**config.mk**
```make
export PLATFORM = sky130hd
export DESIGN_NAME = merge_sort_by_length
export DESIGN_NICKNAME = d
export VERILOG_FILES = /design/src/rtl/core/msbl_pkg.sv /design/src/rtl/core/merge_sort_by_length.sv /design/src/rtl/core/msbl_ram.sv
export VERILOG_INCLUDE_DIRS = /design/src /design/src/rtl/core
export SDC_FILE = /design/constraint.sdc
export NUM_CORES = 2
export LEC_CHECK = 0
export BUFFER_PORTS_ARGS = -buffer_cell sky130_fd_sc_hd__clkbuf_2
export CAP_MARGIN = 20
export CORE_AREA = 5 5 337 339
export DETAILED_ROUTE_END_ITERATION = 8
export DIE_AREA = 0 0 342 344
export GPL_TIMING_DRIVEN = 1
export HOLD_SLACK_MARGIN = 0.03
export PLACE_DENSITY = 0.77
export RECOVER_POWER = 50
export SKIP_LAST_GASP = 1
export SYNTH_ARGS = -nofsm -noshare
export SYNTH_HDL_FRONTEND = slang
export SYNTH_SLANG_ARGS = --single-unit
```
**constraint.sdc**
```tcl
create_clock -name clk_i -period 9.4 [get_ports clk_i]
set_clock_uncertainty 0.1 [all_clocks]
set_input_delay 0.94 -clock clk_i [delete_from_list [all_inputs] [get_ports clk_i]]
set_output_delay 0.94 -clock clk_i [all_outputs]
set_load 0.01 [all_outputs]
```
**src/rtl/core/merge_sort_by_length_assert.svh**
```systemverilog
// assertion macros for the length sorter
// every macro expects clk_i and rst_ni in scope
`ifndef MERGE_SORT_BY_LENGTH_ASSERT_SVH
`define MERGE_SORT_BY_LENGTH_ASSERT_SVH

// consequent checked in the same cycle
`define MSBL_ASSERT_NOW(lbl, ante, cons, msg) \
  lbl: assert property (@(posedge clk_i) disable iff (!rst_ni) (ante) |-> (cons)) \
    else $error(msg);

// consequent checked in the next cycle
`define MSBL_ASSERT_NEXT(lbl, ante, cons, msg) \
  lbl: assert property (@(posedge clk_i) disable iff (!rst_ni) (ante) |=> (cons)) \
    else $error(msg);

`endif

```
**src/rtl/core/msbl_pkg.sv**
```systemverilog
package msbl_pkg;

  localparam int unsigned SIZE     = 32;
  localparam int unsigned KEY_BITS = 12;
  localparam int unsigned TAG_BITS = 6;
  localparam int unsigned ENT_W    = KEY_BITS + TAG_BITS;
  localparam int unsigned IDX_W    = $clog2(SIZE);
  localparam int unsigned CNT_W    = $clog2(SIZE + 1);
  // room for a run start plus two run widths
  localparam int unsigned SUM_W    = CNT_W + 2;

  typedef logic [ENT_W-1:0] entry_t;

  typedef enum logic [2:0] {
    ST_IDLE,
    ST_PASS,
    ST_RD,
    ST_CMP,
    ST_OUT
  } state_e;

endpackage

```
**src/rtl/core/merge_sort_by_length.sv**
```systemverilog
// channel   | handshake          | payload
// ----------+--------------------+--------------------------------------------------
// request   | start_i / busy_o   | key_length_i, item_tag_i, last_item_i
// result    | valid_o (strobe)   | sorted_length_o, sorted_tag_o, final_result_o,
//           |                    | truncated_o
//
// a request is taken while idle; the one marked last starts the sort
// sort: ceil(log2 n) merge passes, each a setup then a read and compare per element;
//   every element needs a registered read of both run heads from the source memory
//   before its compare; results then stream out one per cycle; busy_o is high
//   from the last request until the final read is issued
// reset clears control only; memories hold no reset value
// the receiver cannot stall, so each result is shown for exactly one cycle
module merge_sort_by_length (
  input  logic                          clk_i,
  input  logic                          rst_ni,
  input  logic                          start_i,
  output logic                          busy_o,
  input  logic [msbl_pkg::KEY_BITS-1:0] key_length_i,
  input  logic [msbl_pkg::TAG_BITS-1:0] item_tag_i,
  input  logic                          last_item_i,
  output logic                          valid_o,
  output logic [msbl_pkg::KEY_BITS-1:0] sorted_length_o,
  output logic [msbl_pkg::TAG_BITS-1:0] sorted_tag_o,
  output logic                          final_result_o,
  output logic                          truncated_o
);

  import msbl_pkg::*;

  // control state
  state_e           state_q, state_d;
  logic [CNT_W-1:0] count_q, count_d;   // items stored so far
  logic             ovf_q, ovf_d;       // a request was dropped in this batch
  logic [CNT_W-1:0] n_q, n_d;           // size of the batch being sorted
  logic             trunc_q, trunc_d;
  logic             src_q, src_d;       // memory holding the current runs
  logic [CNT_W:0]   w_q, w_d;           // run width of this pass

  // merge pointers: left run [i, iend), right run [j, jend), write slot k
  logic [CNT_W-1:0] i_q, i_d;
  logic [CNT_W-1:0] iend_q, iend_d;
  logic [CNT_W-1:0] j_q, j_d;
  logic [CNT_W-1:0] jend_q, jend_d;
  logic [CNT_W-1:0] k_q, k_d;

  logic             emit_q, emit_d;
  logic             emit_last_q, emit_last_d;

  // memory ports
  logic             we0, we1;
  logic [IDX_W-1:0] waddr;
  entry_t           wdata;
  logic [IDX_W-1:0] raddr_a, raddr_b;
  entry_t           r0a, r0b, r1a, r1b;

  logic             accept;
  logic             room;
  entry_t           head_a, head_b, pick;
  logic             take_left;
  logic [CNT_W-1:0] k_next;
  logic             k_at_end;
  logic             seg_end;
  logic             pass_skip;
  logic [CNT_W-1:0] seg_base;
  logic [SUM_W-1:0] seg_s1, seg_s2, n_ext;
  logic [CNT_W-1:0] seg_mid, seg_hi;

  assign accept = start_i && (state_q == ST_IDLE);
  assign room   = count_q < CNT_W'(SIZE);

  // heads of both runs, straight from the registered read ports
  assign head_a = src_q ? r1a : r0a;
  assign head_b = src_q ? r1b : r0b;

  // equal keys take the right run first: ties leave in reverse arrival order
  assign take_left = (i_q < iend_q) &&
                     ((j_q >= jend_q) ||
                      (head_a[ENT_W-1:TAG_BITS] > head_b[ENT_W-1:TAG_BITS]));
  assign pick      = take_left ? head_a : head_b;

  assign k_next    = k_q + CNT_W'(1);
  assign k_at_end  = (k_next == n_q);
  assign seg_end   = (k_next == jend_q);
  assign pass_skip = (w_q >= {1'b0, n_q});

  // bounds of the next pair of runs, clipped to the batch size
  assign seg_base = (state_q == ST_PASS) ? '0 : jend_q;
  assign n_ext    = SUM_W'(n_q);
  assign seg_s1   = SUM_W'(seg_base) + SUM_W'(w_q);
  assign seg_s2   = seg_s1 + SUM_W'(w_q);
  assign seg_mid  = (seg_s1 < n_ext) ? seg_s1[CNT_W-1:0] : n_q;
  assign seg_hi   = (seg_s2 < n_ext) ? seg_s2[CNT_W-1:0] : n_q;

  // next state
  always_comb begin
    state_d = state_q;
    case (state_q)
      ST_IDLE: begin
        if (accept && last_item_i) state_d = ST_PASS;
      end
      ST_PASS: begin
        state_d = pass_skip ? ST_OUT : ST_RD;
      end
      ST_RD: begin
        state_d = ST_CMP;
      end
      ST_CMP: begin
        state_d = k_at_end ? ST_PASS : ST_RD;
      end
      ST_OUT: begin
        if (k_at_end) state_d = ST_IDLE;
      end
      default: state_d = ST_IDLE;
    endcase
  end

  // datapath and memory control
  always_comb begin
    count_d     = count_q;
    ovf_d       = ovf_q;
    n_d         = n_q;
    trunc_d     = trunc_q;
    src_d       = src_q;
    w_d         = w_q;
    i_d         = i_q;
    iend_d      = iend_q;
    j_d         = j_q;
    jend_d      = jend_q;
    k_d         = k_q;
    emit_d      = 1'b0;
    emit_last_d = emit_last_q;
    we0         = 1'b0;
    we1         = 1'b0;
    waddr       = count_q[IDX_W-1:0];
    wdata       = {key_length_i, item_tag_i};
    raddr_a     = i_q[IDX_W-1:0];
    raddr_b     = j_q[IDX_W-1:0];

    case (state_q)
      ST_IDLE: begin
        if (accept) begin
          // loading always fills memory 0
          if (room) begin
            we0     = 1'b1;
            count_d = count_q + CNT_W'(1);
          end else begin
            ovf_d = 1'b1;
          end
          if (last_item_i) begin
            n_d     = room ? count_q + CNT_W'(1) : count_q;
            trunc_d = ovf_q || !room;
            count_d = '0;
            ovf_d   = 1'b0;
            src_d   = 1'b0;
            w_d     = (CNT_W + 1)'(1);
          end
        end
      end
      ST_PASS: begin
        k_d = '0;
        if (!pass_skip) begin
          i_d    = '0;
          iend_d = seg_mid;
          j_d    = seg_mid;
          jend_d = seg_hi;
        end
      end
      ST_RD: begin
        // heads of both runs are being read
      end
      ST_CMP: begin
        waddr = k_q[IDX_W-1:0];
        wdata = pick;
        we0   = src_q;
        we1   = !src_q;
        if (take_left) begin
          i_d = i_q + CNT_W'(1);
        end else begin
          j_d = j_q + CNT_W'(1);
        end
        k_d = k_next;
        if (k_at_end) begin
          src_d = !src_q;
          w_d   = w_q << 1;
        end else if (seg_end) begin
          i_d    = jend_q;
          iend_d = seg_mid;
          j_d    = seg_mid;
          jend_d = seg_hi;
        end
      end
      ST_OUT: begin
        // one read a cycle, data shows with the strobe in the next cycle
        raddr_a     = k_q[IDX_W-1:0];
        emit_d      = 1'b1;
        emit_last_d = k_at_end;
        k_d         = k_next;
      end
      default: begin
      end
    endcase
  end

  always_ff @(posedge clk_i or negedge rst_ni) begin
    if (!rst_ni) begin
      state_q     <= ST_IDLE;
      count_q     <= '0;
      ovf_q       <= 1'b0;
      n_q         <= '0;
      trunc_q     <= 1'b0;
      src_q       <= 1'b0;
      w_q         <= '0;
      i_q         <= '0;
      iend_q      <= '0;
      j_q         <= '0;
      jend_q      <= '0;
      k_q         <= '0;
      emit_q      <= 1'b0;
      emit_last_q <= 1'b0;
    end else begin
      state_q     <= state_d;
      count_q     <= count_d;
      ovf_q       <= ovf_d;
      n_q         <= n_d;
      trunc_q     <= trunc_d;
      src_q       <= src_d;
      w_q         <= w_d;
      i_q         <= i_d;
      iend_q      <= iend_d;
      j_q         <= j_d;
      jend_q      <= jend_d;
      k_q         <= k_d;
      emit_q      <= emit_d;
      emit_last_q <= emit_last_d;
    end
  end

  // ping-pong run memories: one is read while the other is written
  msbl_ram #(
    .WIDTH (ENT_W),
    .DEPTH (SIZE)
  ) u_ram0 (
    .clk_i     (clk_i),
    .we_i      (we0),
    .waddr_i   (waddr),
    .wdata_i   (wdata),
    .raddr_a_i (raddr_a),
    .rdata_a_o (r0a),
    .raddr_b_i (raddr_b),
    .rdata_b_o (r0b)
  );

  msbl_ram #(
    .WIDTH (ENT_W),
    .DEPTH (SIZE)
  ) u_ram1 (
    .clk_i     (clk_i),
    .we_i      (we1),
    .waddr_i   (waddr),
    .wdata_i   (wdata),
    .raddr_a_i (raddr_a),
    .rdata_a_o (r1a),
    .raddr_b_i (raddr_b),
    .rdata_b_o (r1b)
  );

  assign busy_o          = (state_q != ST_IDLE);
  assign valid_o         = emit_q;
  assign sorted_length_o = head_a[ENT_W-1:TAG_BITS];
  assign sorted_tag_o    = head_a[TAG_BITS-1:0];
  assign final_result_o  = emit_q && emit_last_q;
  assign truncated_o     = emit_q && trunc_q;

  `include "merge_sort_by_length_assert.svh"

  `MSBL_ASSERT_NOW(a_final_strobe, final_result_o, valid_o, "final flag without strobe")
  `MSBL_ASSERT_NOW(a_merge_head, state_q == ST_CMP, (i_q < iend_q) || (j_q < jend_q), "merge with both runs empty")
  `MSBL_ASSERT_NEXT(a_read_then_cmp, state_q == ST_RD, state_q == ST_CMP, "compare does not follow read")
  `MSBL_ASSERT_NOW(a_out_range, state_q == ST_OUT, k_q < n_q, "read beyond batch")

endmodule

```
**src/rtl/core/msbl_ram.sv**
```systemverilog
module msbl_ram #(
  parameter int unsigned WIDTH = 18,
  parameter int unsigned DEPTH = 32
) (
  input  logic                     clk_i,
  input  logic                     we_i,
  input  logic [$clog2(DEPTH)-1:0] waddr_i,
  input  logic [WIDTH-1:0]         wdata_i,
  input  logic [$clog2(DEPTH)-1:0] raddr_a_i,
  output logic [WIDTH-1:0]         rdata_a_o,
  input  logic [$clog2(DEPTH)-1:0] raddr_b_i,
  output logic [WIDTH-1:0]         rdata_b_o
);

  logic [WIDTH-1:0] mem_q [DEPTH];
  logic [WIDTH-1:0] rdata_a_q;
  logic [WIDTH-1:0] rdata_b_q;

  always_ff @(posedge clk_i) begin
    if (we_i) begin
      mem_q[waddr_i] <= wdata_i;
    end
    rdata_a_q <= mem_q[raddr_a_i];
    rdata_b_q <= mem_q[raddr_b_i];
  end

  assign rdata_a_o = rdata_a_q;
  assign rdata_b_o = rdata_b_q;

endmodule

```
==> results.yml <==
logic_synthesis:
  synth_nets: 3433
  ys_top_cells_by_area: "edfxtp_1, mux4_2, nand2_1, dfxtp_1, dfrtp_1"
  yosys-top-cells-count: "edfxtp_1, mux4_2, nand2_1, clkbuf_1, nand3_1"
  ys_types: 70
  synth_seq_cells: 1281
  synth_warnings: 0
  synth_edf_count: 1152
  synth-main-ff-cell: "edfxtp_1"
  synthMostInstantiatedCell: "edfxtp_1"
  postSynthCellCount: 3353
  yosysSeqAreaShare: 0.624
  netlist_area_mm2: 0.0600
  avgSynthCellArea_um2: 17.9
  yosysTopAreaCell: "edfxtp_1"
  async_flop_share: 0.0445
  synth_top_area_frac: 0.576
pwr:
  swShare: 0.366
  p_sw_mw: 8.67
  peakVddDrop_mv: 0.366
  p_leak_nw: 21.7
  p_int_mw: 15.0
  clock_power_share: 0.220
  finalPower_mw: 23.7
  power_frac_seq: 0.358
  pwr-share-comb: 0.422
  power.density_mw_per_mm2: 355
floorplan:
  die_area_mm2: 0.118
  ioPinCount: 44
  die_w_um: 342
  start_util: 0.545
  dieHeight_um: 344
  coreArea_mm2: 0.110
  rows: 122
critical_path:
  path_class: "reg -> reg"
  crit_start: "state_q[0]"
  crit_required_ns: 9.60
  crit_path_end: "u_ram0.mem_q[4][1]"
  regToRegSetupSlack_ns: 2.16
  r2r-end: "u_ram0.mem_q[4][1]"
  end_kind: "flip-flop"
  arrival_ns: 7.44
  r2r-start: "state_q[0]"
  start_kind: "flip-flop"
  cp_max_fo: 40
  reg2reg_depth: 7
grt:
  grt_overflow: 0
  grt.total_usage: 0.296
  grt_pass1_vias: 35500
  antenna_found_initial: 8
  grt_pass1_wl_um: 249000
  grt_max_degree: 138
status:
  status: "finished with violations"
  violations: "max-capacitance violations, max-slew violations"
final_layout:
  drive_gt1_frac: 0.302
  final_util: 0.605
  seq_area_mm2: 0.0375
  multi_input_comb_area_mm2: 0.0221
  final_nets: 3432
  fillCellCount: 7521
  stdcell_area_mm2: 0.0666
  area_growth_pct: 11.0
clocking:
  cts_tree: "done"
  cts_hold_buf: 0
  worstSkewPairLatency_ns: 0.72
  clk_pin_slew_ns: 0.07
  cts_made_buffers: 120
  cts.sinks: 1281
  cts_setup_buffers: 0
  cts-root-buf: "clkbuf_16"
  cts_htree_levels: 3
  cts_resized: 0
  ctsLongestPathBuffers: 3
detailed_routing:
  vias_per_cell: 7.28
  vias: 36000
  avgRoutedWirePerCell_um: 35.1
  drc: 0
  drt_pass1_iterations: 5
  wl_um: 174000
  antenna_left: 0
  dr.first_iter.drc_count: 5698
sta:
  report.final.slew_viol_count: 625
  rsz0062_at_grt: "no"
  min_period_ns: 7.24
  period_share: 0.770
  max_freq_mhz: 138
  finalSetupTns_ns: 0
  setup_violations: 0
  worstMarginPinSlew_ns: 4.36
  hold_slack_ns: 0.361
  slew_headroom: -1.91
  hold_viol: 0
placement:
  placed_area_mm2: 0.0625
  gp_congestion: 0.904
  place_hpwl_um: 97800
  numPortBuffers: 43
run:
  max-cap-violations: 19
hold_path:
  worstHoldPathType: "reg -> reg"
[cells in the final DEF (no fill, tap or decap), types with 44 or more instances in the layout]
cell	synthesis	layout
edfxtp_1	1152	1152
mux4_2	648	648
nand2_1	398	395
clkbuf_16	0	121
nand3_1	112	112
mux2i_1	77	75
dfxtp_1	72	72
ha_1	56	56
nor2_4	0	53
dfrtp_1	57	52
and3_1	44	44
[power groups by stage]
stage / logic, mW / clock network (mW) / registers, mW
after global routing: 10.6 / 5.47 / 8.49
after global placement: 9.47 / 0 / 8.54
after floorplan: 6.72 / 0 / 8.35
final: 10.0 / 5.20 / 8.47
after CTS: 9.69 / 5.21 / 8.44
after detailed placement: 9.62 / 0 / 8.56
[layer usage]
metal	vias to the layer above	part of all wire	track usage
li1	13900	-	-
met1	18500	0.34	0.399
met2	3128	0.45	0.439
met3	480	0.16	0.108
met4	2	0.053	0.131
met5	-	0.000098	0
[per-stage QoR]
step	cells	setup WS, ns
final	4946	2.16
after CTS	4943	3.92
after global placement	4716	4.08
after floorplan	3353	2.62
after global routing	4945	2.02
after detailed placement	4716	3.90
[worst max-delay path, stage by stage, from the launching register on]
cell	delay (ns)
dfrtp_1	0.44
nor2b_1	0.19
nand2_1	1.28
clkbuf_1	1.62
mux2i_1	0.88
nand3_1	0.76
nor2_2	0.24
clkbuf_1	1.29
[area by class of cell]
class	instances	area share
Antenna cell	1	0.0000376
Clock buffer	144	0.0477
Clock inverter	83	0.0158
Inverter	43	0.00242
Multi-Input combinational cell	1796	0.332
Sequential cell	1281	0.563
Tap cell	1488	0.0280
Timing Repair Buffer	110	0.0111
[logic make-up after synthesis]
kind of cell	count (synthesis)	synth area share
buf+inv	276	0.0186
simple gates	730	0.0534
xor+xnor	26	0.00402
flops	1281	0.624
compound gates	229	0.0262
fa+ha+maj	58	0.0123
mux	753	0.261
[state kept, by name (all words and copies together), names as in the netlist, 7 cells and up]
name	cells
u_ram0.mem_q	576
u_ram1.mem_q	576
u_ram0.rdata_a_o	18
u_ram0.rdata_b_o	18
u_ram1.rdata_a_o	18
u_ram1.rdata_b_o	18
w_q	7
[worst min path at each step]
| stage | start | to | slack, ns | cells after the start |
|---|---|---|---|---|
| final | emit_last_q | emit_last_q | 0.36 | 2 |
| after global placement | emit_last_q | emit_last_q | 0.35 | 2 |
| after detailed placement | emit_last_q | emit_last_q | 0.35 | 2 |
| after global routing | emit_last_q | emit_last_q | 0.42 | 2 |
| after CTS | rst_ni | w_q[3] | 0.30 | 2 |
| after floorplan | emit_last_q | emit_last_q | 0.33 | 2 |
Note: power is estimated with default switching activity, not from simulation.
